==> src/sv/rei_pkg.sv <==
package rei_pkg;

    localparam int PADDR_W = 4;

    // register word indices, taken from paddr[3:2]
    localparam logic [1:0] REG_DEBOUNCE_TICKS    = 2'd0;
    localparam logic [1:0] REG_PULSES_PER_DETENT = 2'd1;
    localparam logic [1:0] REG_BUTTON_ENABLE     = 2'd2;

    localparam logic [7:0] DEBOUNCE_TICKS_RST    = 8'd25;
    localparam logic [2:0] PULSES_PER_DETENT_RST = 3'd4;
    localparam logic       BUTTON_ENABLE_RST     = 1'b1;

    localparam logic [1:0] LAST_AB_RST = 2'b11;

    localparam logic signed [15:0] STEPS_MAX = 16'sh7FFF;
    localparam logic signed [15:0] STEPS_MIN = -16'sh8000;
    localparam logic [7:0]         PRESSES_MAX = 8'hFF;
    localparam logic [7:0]         HOLD_MAX    = 8'hFF;

    // old/new A/B transition codes
    localparam logic [3:0] TR_CW_0  = 4'b0001;
    localparam logic [3:0] TR_CW_1  = 4'b0111;
    localparam logic [3:0] TR_CW_2  = 4'b1110;
    localparam logic [3:0] TR_CW_3  = 4'b1000;
    localparam logic [3:0] TR_CCW_0 = 4'b0010;
    localparam logic [3:0] TR_CCW_1 = 4'b1011;
    localparam logic [3:0] TR_CCW_2 = 4'b1101;
    localparam logic [3:0] TR_CCW_3 = 4'b0100;

    typedef enum logic [1:0] {
        MOVE_NONE = 2'b00,
        MOVE_CW   = 2'b01,
        MOVE_CCW  = 2'b10
    } move_t;

    typedef struct packed {
        logic [7:0] debounce_ticks;
        logic [2:0] pulses_per_detent;
        logic       button_enable;
    } cfg_t;

    typedef struct packed {
        logic pin_a;
        logic pin_b;
        logic button_pressed;
        logic ms_tick;
        logic take_steps;
        logic take_press;
    } sample_t;

    typedef struct packed {
        logic signed [15:0] steps_taken;
        logic               press_taken;
        logic signed [15:0] steps_waiting;
        logic [7:0]         presses_waiting;
        logic               button_stable;
    } result_t;

    function automatic move_t decode_move(input logic [3:0] code);
        move_t m;
        case (code) inside
            TR_CW_0, TR_CW_1, TR_CW_2, TR_CW_3:     m = MOVE_CW;
            TR_CCW_0, TR_CCW_1, TR_CCW_2, TR_CCW_3: m = MOVE_CCW;
            default:                                m = MOVE_NONE;
        endcase
        return m;
    endfunction

endpackage

==> src/sv/rotary_encoder_interface_core.sv <==
// An accepted sample word goes through the sample register, then the result register.
// Throughput: one sample word per cycle; s_ready drops only while both the
// sample register and the result register are full and m_ready is low.
// Reset (aresetn low, synchronous): pipeline emptied, encoder and button state
// cleared, registers back to debounce 25, 4 pulses per detent, button fitted.
module rotary_encoder_interface_core (
    input  logic                         aclk,
    input  logic                         aresetn,
    input  logic                         psel,
    input  logic                         penable,
    input  logic                         pwrite,
    input  logic [rei_pkg::PADDR_W-1:0]  paddr,
    input  logic [31:0]                  pwdata,
    output logic [31:0]                  prdata,
    output logic                         pready,
    input  logic                         s_valid,
    output logic                         s_ready,
    input  logic                         s_pin_a,
    input  logic                         s_pin_b,
    input  logic                         s_button_pressed,
    input  logic                         s_ms_tick,
    input  logic                         s_take_steps,
    input  logic                         s_take_press,
    output logic                         m_valid,
    input  logic                         m_ready,
    output logic signed [15:0]           m_steps_taken,
    output logic                         m_press_taken,
    output logic signed [15:0]           m_steps_waiting,
    output logic [7:0]                   m_presses_waiting,
    output logic                         m_button_stable
);

    rei_pkg::cfg_t    cfg;
    rei_pkg::sample_t in_reg;
    logic             in_valid_reg;
    rei_pkg::result_t out_reg, res;
    logic             out_valid_reg;
    logic             adv;

    // a sample moves on whenever the result register is free or being drained
    assign adv     = in_valid_reg && (!out_valid_reg || m_ready);
    assign s_ready = !in_valid_reg || adv;

    rei_cfg u_cfg (
        .aclk    (aclk),
        .aresetn (aresetn),
        .psel    (psel),
        .penable (penable),
        .pwrite  (pwrite),
        .paddr   (paddr),
        .pwdata  (pwdata),
        .prdata  (prdata),
        .pready  (pready),
        .cfg     (cfg)
    );

    rei_enc u_enc (
        .aclk              (aclk),
        .aresetn           (aresetn),
        .adv               (adv),
        .pulses_per_detent (cfg.pulses_per_detent),
        .pin_a             (in_reg.pin_a),
        .pin_b             (in_reg.pin_b),
        .take_steps        (in_reg.take_steps),
        .steps_taken       (res.steps_taken),
        .steps_waiting     (res.steps_waiting)
    );

    rei_btn u_btn (
        .aclk            (aclk),
        .aresetn         (aresetn),
        .adv             (adv),
        .cfg             (cfg),
        .button_pressed  (in_reg.button_pressed),
        .ms_tick         (in_reg.ms_tick),
        .take_press      (in_reg.take_press),
        .press_taken     (res.press_taken),
        .presses_waiting (res.presses_waiting),
        .button_stable   (res.button_stable)
    );

    always_ff @(posedge aclk) begin
        if (!aresetn) begin
            in_valid_reg  <= 1'b0;
            out_valid_reg <= 1'b0;
        end else begin
            if (s_ready) in_valid_reg <= s_valid;
            if (adv) out_valid_reg <= 1'b1;
            else if (m_ready) out_valid_reg <= 1'b0;
        end
    end

    always_ff @(posedge aclk) begin
        if (s_valid && s_ready) begin
            in_reg.pin_a          <= s_pin_a;
            in_reg.pin_b          <= s_pin_b;
            in_reg.button_pressed <= s_button_pressed;
            in_reg.ms_tick        <= s_ms_tick;
            in_reg.take_steps     <= s_take_steps;
            in_reg.take_press     <= s_take_press;
        end
        if (adv) out_reg <= res;
    end

    assign m_valid           = out_valid_reg;
    assign m_steps_taken     = out_reg.steps_taken;
    assign m_press_taken     = out_reg.press_taken;
    assign m_steps_waiting   = out_reg.steps_waiting;
    assign m_presses_waiting = out_reg.presses_waiting;
    assign m_button_stable   = out_reg.button_stable;

endmodule

==> src/sv/rei_cfg.sv <==
module rei_cfg (
    input  logic                         aclk,
    input  logic                         aresetn,
    input  logic                         psel,
    input  logic                         penable,
    input  logic                         pwrite,
    input  logic [rei_pkg::PADDR_W-1:0]  paddr,
    input  logic [31:0]                  pwdata,
    output logic [31:0]                  prdata,
    output logic                         pready,
    output rei_pkg::cfg_t                cfg
);

    rei_pkg::cfg_t cfg_reg;
    logic [1:0]    idx;
    logic          wr_en;

    assign idx    = paddr[3:2];
    assign wr_en  = psel & penable & pwrite & pready;
    assign pready = 1'b1;
    assign cfg    = cfg_reg;

    always_ff @(posedge aclk) begin
        if (!aresetn) begin
            cfg_reg.debounce_ticks    <= rei_pkg::DEBOUNCE_TICKS_RST;
            cfg_reg.pulses_per_detent <= rei_pkg::PULSES_PER_DETENT_RST;
            cfg_reg.button_enable     <= rei_pkg::BUTTON_ENABLE_RST;
        end else if (wr_en) begin
            case (idx)
                rei_pkg::REG_DEBOUNCE_TICKS:    cfg_reg.debounce_ticks    <= pwdata[7:0];
                rei_pkg::REG_PULSES_PER_DETENT: cfg_reg.pulses_per_detent <= pwdata[2:0];
                rei_pkg::REG_BUTTON_ENABLE:     cfg_reg.button_enable     <= pwdata[0];
                default: ;
            endcase
        end
    end

    always_comb begin
        case (idx)
            rei_pkg::REG_DEBOUNCE_TICKS:    prdata = {24'd0, cfg_reg.debounce_ticks};
            rei_pkg::REG_PULSES_PER_DETENT: prdata = {29'd0, cfg_reg.pulses_per_detent};
            rei_pkg::REG_BUTTON_ENABLE:     prdata = {31'd0, cfg_reg.button_enable};
            default:                        prdata = 32'd0;
        endcase
    end

endmodule

==> src/sv/rei_enc.sv <==
module rei_enc (
    input  logic                aclk,
    input  logic                aresetn,
    input  logic                adv,
    input  logic [2:0]          pulses_per_detent,
    input  logic                pin_a,
    input  logic                pin_b,
    input  logic                take_steps,
    output logic signed [15:0]  steps_taken,
    output logic signed [15:0]  steps_waiting
);

    logic [1:0]         last_ab_reg, last_ab_next;
    logic signed [3:0]  accum_reg, accum_next;
    logic signed [15:0] steps_reg, steps_next;

    logic [1:0]         ab;
    rei_pkg::move_t     move;
    logic [2:0]         lim;
    logic signed [4:0]  lim_s;
    logic signed [4:0]  sum;
    logic signed [15:0] steps_mid;

    assign ab    = {pin_a, pin_b};
    assign move  = rei_pkg::decode_move({last_ab_reg, ab});
    assign lim   = (pulses_per_detent == 3'd0) ? 3'd1 : pulses_per_detent;
    assign lim_s = $signed({2'b00, lim});

    always_comb begin
        last_ab_next = last_ab_reg;
        accum_next   = accum_reg;
        steps_mid    = steps_reg;
        sum          = {accum_reg[3], accum_reg} + ((move == rei_pkg::MOVE_CCW) ? -5'sd1 : 5'sd1);
        if (ab != last_ab_reg) begin
            last_ab_next = ab;
            if (move == rei_pkg::MOVE_NONE) begin
                // both lines jumped: lose the partial detent
                accum_next = 4'sd0;
            end else if (sum >= lim_s) begin
                accum_next = 4'sd0;
                if (steps_reg != rei_pkg::STEPS_MAX) steps_mid = steps_reg + 16'sd1;
            end else if (sum <= -lim_s) begin
                accum_next = 4'sd0;
                if (steps_reg != rei_pkg::STEPS_MIN) steps_mid = steps_reg - 16'sd1;
            end else begin
                accum_next = sum[3:0];
            end
        end
        steps_taken = take_steps ? steps_mid : 16'sd0;
        steps_next  = take_steps ? 16'sd0 : steps_mid;
    end

    assign steps_waiting = steps_next;

    always_ff @(posedge aclk) begin
        if (!aresetn) begin
            last_ab_reg <= rei_pkg::LAST_AB_RST;
            accum_reg   <= 4'sd0;
            steps_reg   <= 16'sd0;
        end else if (adv) begin
            last_ab_reg <= last_ab_next;
            accum_reg   <= accum_next;
            steps_reg   <= steps_next;
        end
    end

endmodule

==> src/sv/rei_btn.sv <==
module rei_btn (
    input  logic          aclk,
    input  logic          aresetn,
    input  logic          adv,
    input  rei_pkg::cfg_t cfg,
    input  logic          button_pressed,
    input  logic          ms_tick,
    input  logic          take_press,
    output logic          press_taken,
    output logic [7:0]    presses_waiting,
    output logic          button_stable
);

    logic       raw_reg, raw_next;
    logic       deb_reg, deb_next;
    logic [7:0] hold_reg, hold_next;
    logic [7:0] presses_reg, presses_next;
    logic [7:0] presses_mid;

    always_comb begin
        raw_next    = raw_reg;
        deb_next    = deb_reg;
        hold_next   = hold_reg;
        presses_mid = presses_reg;
        if (cfg.button_enable) begin
            if (button_pressed != raw_reg) begin
                raw_next  = button_pressed;
                hold_next = 8'd0;
            end else if (ms_tick && hold_reg != rei_pkg::HOLD_MAX) begin
                hold_next = hold_reg + 8'd1;
            end
            if (hold_next >= cfg.debounce_ticks && button_pressed != deb_reg) begin
                deb_next = button_pressed;
                if (button_pressed && presses_reg != rei_pkg::PRESSES_MAX)
                    presses_mid = presses_reg + 8'd1;
            end
        end
        press_taken  = take_press && (presses_mid != 8'd0);
        presses_next = press_taken ? presses_mid - 8'd1 : presses_mid;
    end

    assign presses_waiting = presses_next;
    assign button_stable   = deb_next;

    always_ff @(posedge aclk) begin
        if (!aresetn) begin
            raw_reg     <= 1'b0;
            deb_reg     <= 1'b0;
            hold_reg    <= 8'd0;
            presses_reg <= 8'd0;
        end else if (adv) begin
            raw_reg     <= raw_next;
            deb_reg     <= deb_next;
            hold_reg    <= hold_next;
            presses_reg <= presses_next;
        end
    end

endmodule

==> config.mk <==
export PLATFORM = sky130hd
export DESIGN_NAME = rotary_encoder_interface_core
export DESIGN_NICKNAME = d
export VERILOG_FILES = /design/src/sv/rei_pkg.sv /design/src/sv/rotary_encoder_interface_core.sv /design/src/sv/rei_cfg.sv /design/src/sv/rei_enc.sv /design/src/sv/rei_btn.sv
export SDC_FILE = /design/constraint.sdc
export NUM_CORES = 1
export LEC_CHECK = 0
export BUFFER_PORTS_ARGS = -buffer_cell sky130_fd_sc_hd__buf_2
export CAP_MARGIN = 20
export CORE_UTILIZATION = 44
export DETAILED_ROUTE_END_ITERATION = 8
export HOLD_SLACK_MARGIN = 0.03
export PLACE_DENSITY = 0.76
export SLEW_MARGIN = 10
export SYNTH_ARGS = -nofsm -noshare
export SYNTH_HDL_FRONTEND = slang
export SYNTH_SLANG_ARGS = --single-unit
export TNS_END_PERCENT = 10
==> constraint.sdc <==
create_clock -name aclk -period 6.88 [get_ports aclk]
set_clock_uncertainty 0.15 [all_clocks]
set_input_delay 0.344 -clock aclk [delete_from_list [all_inputs] [get_ports aclk]]
set_output_delay 0.344 -clock aclk [all_outputs]
set_load 0.005 [all_outputs]
==> summary.txt, run 1 <==
Area grow syn2layout = 10.8%
CTS buffer count = 9
Core outline area = 14100 um^2
Die area = 15100 um^2
Clock slew at reported path FFs = 0.07 ns
Largest net degree at the start of global routing = 64
Worst-skew pair later-pin latency = 0.36 ns
Headroom to the max-slew limit = 35.3%
Unrepaired setup endpoints after global routing = false
# clock sinks = 102
Min-Delay Endpoint = in_valid_reg
DP Worst Slack = 1.63 ns
Vias = 5263
Power density cells = 209 nW/um^2
Hold Violations, Final = 0
Global placement routability congestion = 0.911
Max Fclk = 188 MHz
HP Start = s_valid
Final period util = 77.4%
Initial antenna violation count = 0
Most frequent cells in the layout = nand2_1 (83), nor2_1 (80), buf_2 (74)
Max Cap Viol = 0
CTS tree = built
Distinct cell type count after synthesis = 84
RR Startpoint = u_btn.hold_reg[0]
Critical Path End Type = register
Crit path cell chain = ha_1 > and4_1 > a41oi_1 > and4_1 > nand3_1 > xor2_1 > nor2_1 > ha_1 > nand2_1 > o21ai_1 > nand2_1 > a21oi_2 > mux2i_1 > ha_1 > nand4_1 > mux2i_2 > a31oi_2 > mux2i_1 > mux2i_1
Post-synthesis async set-or-reset flop share = 0%
Most common cell after layout, fill and taps aside = nand2_1
Reg2reg path depth = 19
Util after Layout = 50.6%
Mean post-synth cell area = 8.87 um^2
Worst Path Buf+Inv = 0
CP peak stage delay = 0.53 ns
Vias in the first global route = 4885
Leakage = 2.84 nW
Hold Buf Count CTS = 6
1st-iter DRT viols = 339
Tot GR Track Use = 19.4%
GR Overflow Total = 0
Total wire length = 13800 um
Setup CP Type = register to register
Worst reg2reg setup slack = 1.56 ns
ANT cells = 0
Top delay family on crit path = compound AO/OA/AOI/OAI gates
Final HPWL DP = 9790 um
DRT antenna net count = 0
First-pass GRT wire length = 23100 um
Status = finished, final reports clean
Final #Nets = 856
Remaining DRCs = 0
Post-CTS sizing = 0
Synth Instances = 726
Pin slew with the least headroom to its limit = 0.963 ns
H-tree levels = 3
Min Tclk post-route = 5.32 ns
Layout cells sized above 1 = 15.7%
Std cell rows = 43
Worst vdd ir = 164 uV
Slowest-stage cell, CP = a41oi_1
Tot Pwr = 0.00149 W
Vias per cell = 5.46
Setup violations, final = 0
Data required, critical path = 7.02 ns
Critical Path Source Type = register
Wire length per cell = 14.3 um
Min setup slack post-route = 1.56 ns
I/O pins = 126
Register bit total from synthesis = 102
Final Slew Violations = 0
Cell Area, Synth = 6440 um^2
Port Buffer Count = 74
Die height = 123 um
Setup Buffers After CTS = 0
Crit-path max FO = 7
Drt first pass iters = 4
HP Class = primary input to register
End of the worst register-to-register path = u_btn.presses_reg[0]
EDFF count, synth = 48
Setup TNS after final layout = 0 ns
Fill count = 1360
Die Wd = 123 um
Worst Path Arrival = 5.46 ns
Root buffer cell = clkbuf_16
Synth warnings = 0
CTS Buffer Depth = 2
Starting Density = 45.7%
Sequential area share after synthesis = 39.2%
Main synth FF type = dfxtp_1
WHS Path Cells = 3
Final-layout worst hold slack = 0.0505 ns
-- through the flow --
| stage | std cells | cell area, um^2 |
|---|---|---|
| after floorplan | 750 | 6530 |
| after global placement | 941 | 6800 |
| after detailed placement | 941 | 6800 |
| after CTS | 963 | 7130 |
| after global routing | 964 | 7140 |
| final | 964 | 7140 |
-- report_power, final --
group,switching [W],internal (W),total (W)
combinational,0.000195,0.000125,0.000320
clock,0.000236,0.000246,0.000482
sequential,0.0000214,0.000669,0.000691
total,0.000453,0.00104,0.00149
-- metal layers --
metal	vias to the layer above	GRT usage (%)	wire length [um]
li1	2652	-	-
met1	2466	24.1	6220
met5	-	0	0
met2	133	33.6	6730
met3	12	4.24	728
met4	0	5.87	147
-- worst max-delay path by stage --
| stage | from | endpoint | slack (ns) | depth (start not counted) |
|---|---|---|---|---|
| 2_1_floorplan | u_btn.hold_reg[0] | u_btn.presses_reg[4] | 2.27 | 19 |
| 3_3_place_gp | u_btn.hold_reg[0] | u_btn.presses_reg[4] | 1.72 | 19 |
| 3_5_place_dp | u_btn.hold_reg[0] | u_btn.presses_reg[4] | 1.63 | 19 |
| 4_1_cts | u_btn.hold_reg[0] | u_btn.presses_reg[4] | 1.60 | 19 |
| 5_1_grt | u_btn.hold_reg[0] | u_btn.presses_reg[0] | 1.17 | 19 |
| 6_report | u_btn.hold_reg[0] | u_btn.presses_reg[0] | 1.56 | 19 |
-- tightest hold or removal path, cell delays in order --
cell and delay, ns:
buf_2 0.08, a21oi_1 0.03, nor2_1 0.06
-- cell families after synthesis --
kind of cell    count (synthesis)  synth area share [%]
fa+ha+maj                      28                  5.55
other cells                     2                 0.117
simple gates                  297                  22.9
mux                            25                  3.94
compound gates                138                  15.7
flops                         102                  39.2
xor+xnor                       39                  5.30
buf+inv                        95                  7.36
-- cell type report --
type / instances / area [um^2] / share of cell area, %
flip-flops and latches: 102 / 2520 / 35.3
clock buffers: 9 / 225 / 3.16
repair buffers: 87 / 483 / 6.77
well taps: 180 / 225 / 3.16
inverters: 26 / 97.6 / 1.37
multi-input cells: 553 / 3540 / 49.5
clock inverters: 7 / 48.8 / 0.684
-- cell usage after synthesis, drive strengths merged, types with 5 or more instances --
cell	count	area (um^2)
a31oi	8	56.3
inv	26	97.6
or3	11	78.8
o21a	7	52.6
nor3	18	90.1
o21ai	15	78.8
xnor2	23	201
nand2b	9	56.3
and2	6	37.5
nor3b	5	37.5
nand2	83	312
o32ai	5	43.8
a21oi	44	231
o211ai	6	45.0
ha	27	338
nand3	33	175
nand4	12	81.3
mux2i	25	254
clkbuf	31	116
dfxtp	54	1080
nand3b	7	52.6
and3	7	45.1
nor4	5	46.3
nor2	80	300
nor2b	8	50.1
edfxtp	48	1440
xor2	16	140
buf	38	260
Note: power is estimated with default switching activity, not from simulation.
==> inputs of run 2 (changes only) <==
==> constraint.sdc (replaced) <==
create_clock -name aclk -period 5.6 [get_ports aclk]
set_clock_uncertainty 0.15 [all_clocks]
set_input_delay 0.28 -clock aclk [delete_from_list [all_inputs] [get_ports aclk]]
set_output_delay 0.28 -clock aclk [all_outputs]
set_load 0.005 [all_outputs]
==> run 2 against run 1 <==
  * Non-clock buffer count up 11
  * Register-to-register slack got worse by 0.91 ns
  * Count of clock-buffer cells in the layout unchanged
  * Critical path depth increased by 1
  * First-iteration DRC count grew 24%
  * Hold slack lost 0.0067 ns
  * Setup slack worse by 0.91 ns
  * Sequential cell count stayed put
  * Clock power increased by 51%
  * Total power is 32% higher
  * Sequential power increased by 23%
==> summary.txt, run 2 (synthesis gave the netlist of run 1 again) <==
Worst reg2reg setup slack = 0.65 ns (-0.91 ns)
Power density cells = 270 nW/um^2 (+29%)
Drt first pass iters = 5 (+1)
Vias in the first global route = 4966 (+1.7%)
Total wire length = 14200 um (+2.4%)
CP peak stage delay = 0.41 ns (-0.12 ns)
Global placement routability congestion = 0.914 (+0.31%)
Initial antenna violation count = 0 (unchanged)
Util after Layout = 51.9% (+1.2 points)
Max Fclk = 202 MHz (+7.5%)
Die area = 15100 um^2 (unchanged)
Setup Buffers After CTS = 0 (unchanged)
First-pass GRT wire length = 23300 um (+1.2%)
Max Cap Viol = 0 (unchanged)
Final Slew Violations = 0 (unchanged)
Largest net degree at the start of global routing = 47 (-27%)
Core outline area = 14100 um^2 (unchanged)
Final HPWL DP = 9890 um (+1.0%)
Area grow syn2layout = 13.5%
Final-layout worst hold slack = 0.0438 ns (-0.00669 ns)
Remaining DRCs = 0 (unchanged)
Critical Path Source Type = register
Multi-input gate area = 3540 um^2 (unchanged)
Starting Density = 45.7% (unchanged)
RR Startpoint = u_btn.hold_reg[0]
CTS buffer count = 9 (unchanged)
Crit-path max FO = 8 (+1)
CP Capture Point = u_btn.presses_reg[0]
Critical Path End Type = register
Vias = 5371 (+2.1%)
ANT cells = 0 (unchanged)
Post-CTS sizing = 0 (unchanged)
Register area = 2520 um^2 (unchanged)
Std cell rows = 43 (unchanged)
HP Class = primary input to register
Port Buffer Count = 74 (unchanged)
Die height = 123 um (unchanged)
Status = finished, final reports clean
Setup crit start = u_btn.hold_reg[0]
Data required, critical path = 5.74 ns (-1.28 ns)
Leakage = 2.93 nW (+3.0%)
1st-iter DRT viols = 422 (+24%)
Wire length per cell = 14.5 um (+1.2%)
# clock sinks = 102 (unchanged)
Root buffer cell = clkbuf_16
Fill count = 1303 (-4.2%)
Worst Path Arrival = 5.10 ns (-0.36 ns)
Crit path cell chain = ha_1 > and4_1 > a41oi_1 > buf_4 > and4_1 > nand3_1 > xor2_1 > nor2_1 > ha_1 > nand2_1 > nor2_1 > o311ai_4 > a21oi_2 > mux2i_1 > ha_1 > nand4_1 > mux2i_2 > a31oi_2 > mux2i_1 > mux2i_1
DRT antenna net count = 0 (unchanged)
Final #Nets = 867 (+1.3%)
Final period util = 88.5% (+11 points)
Setup TNS after final layout = 0 ns (unchanged)
Headroom to the max-slew limit = 35.2% (-0.062 points)
Pin slew with the least headroom to its limit = 0.964 ns (+0.000917 ns)
Min Tclk post-route = 4.95 ns (-0.370 ns)
Worst vdd ir = 190 uV (+16%)
Layout cells sized above 1 = 15.8% (+0.16 points)
Unrepaired setup endpoints after global routing = false
Clock slew at reported path FFs = 0.07 ns (about the same)
CTS Buffer Depth = 2 (unchanged)
End of the worst register-to-register path = u_btn.presses_reg[0]
Setup CP Type = register to register
Final instance area = 7310 um^2 (+2.4%)
Die Wd = 123 um (unchanged)
Most common cell after layout, fill and taps aside = nand2_1
Placed insts = 944 (+0.32%)
GR Overflow Total = 0 (unchanged)
I/O pins = 126 (unchanged)
Final Non-Filler Cells = 975 (+1.1%)
CTS tree = built
Slowest-stage cell, CP = mux2i_2
Hold Violations, Final = 0 (unchanged)
Tot GR Track Use = 19.8% (+0.38 points)
H-tree levels = 3 (unchanged)
Most frequent cells in the layout = nand2_1 (83), nor2_1 (80), buf_2 (74)
Reg2reg path depth = 20 (+1)
Vias per cell = 5.51 (+0.90%)
Setup violations, final = 0 (unchanged)
Worst-skew pair later-pin latency = 0.36 ns (about the same)
Placement Cell Area = 6820 um^2 (+0.33%)
-- run 2: cell count changes in the layout (fill, tap and decap cells not counted), sizes merged --
cell	before	now
clkinv	2	1
buf	81	84
dlygate4sd3	6	14
clkinvlp	3	1
bufinv	0	3
-- run 2: layout make-up --
| cell class | instances | area share (%) |
|---|---|---|
| tap | 180 | 3.08 |
| clock buffer | 9 | 3.08 |
| sequential | 102 | 34.5 |
| multi-input combinational | 553 | 48.4 |
| inverter | 26 | 1.33 |
| timing repair buffer | 98 | 8.01 |
| clock inverter | 7 | 1.63 |
-- run 2: what timing repair did --
action                                  CTS  global route
endpoints found under the setup margin    0             0
hold endpoints to repair                 16             0
hold buffers                             14             0
-- run 2: worst min-delay path by stage --
stage | startpoint | end | depth (start not counted)
2_1_floorplan | s_take_press | in_reg[0] | 0
3_3_place_gp | u_cfg.cfg[10] | u_cfg.cfg[10] | 2
3_5_place_dp | u_cfg.cfg[10] | u_cfg.cfg[10] | 2
4_1_cts | pwdata[0] | u_cfg.cfg[4] | 3
5_1_grt | pwdata[0] | u_cfg.cfg[4] | 3
6_report | pwdata[0] | u_cfg.cfg[4] | 3
-- run 2: critical path: cells and delay by family (launching register included) --
| kind | cells | cell delay, ns |
|---|---|---|
| simple gates | 7 | 1.05 |
| xor+xnor | 1 | 0.13 |
| mux | 4 | 1.21 |
| fa+ha+maj | 3 | 0.81 |
| flops | 1 | 0.34 |
| compound gates | 4 | 1.01 |
| buf+inv | 1 | 0.18 |
-- run 2: power breakdown --
group | switching, W | internal, W
combinational | 0.000243 | 0.000158
sequential | 0.0000263 | 0.000822
clock | 0.000289 | 0.000438
-- run 2: through the flow --
stage | total power (W) | worst slack, ns
finish | 0.00198 | 0.646
global route | 0.00207 | 0.239
CTS | 0.00199 | 0.650
detailed placement | 0.00125 | 0.695
global placement | 0.00124 | 0.783
floorplan | 0.00116 | 0.990
-- run 2: metal layers --
layer	wire (um)	part of all wire (%)	track usage, %
met1	6270	44	24.5
met2	6850	48	34.0
met3	799	5.6	4.70
met4	235	1.7	6.25
met5	0	0	0
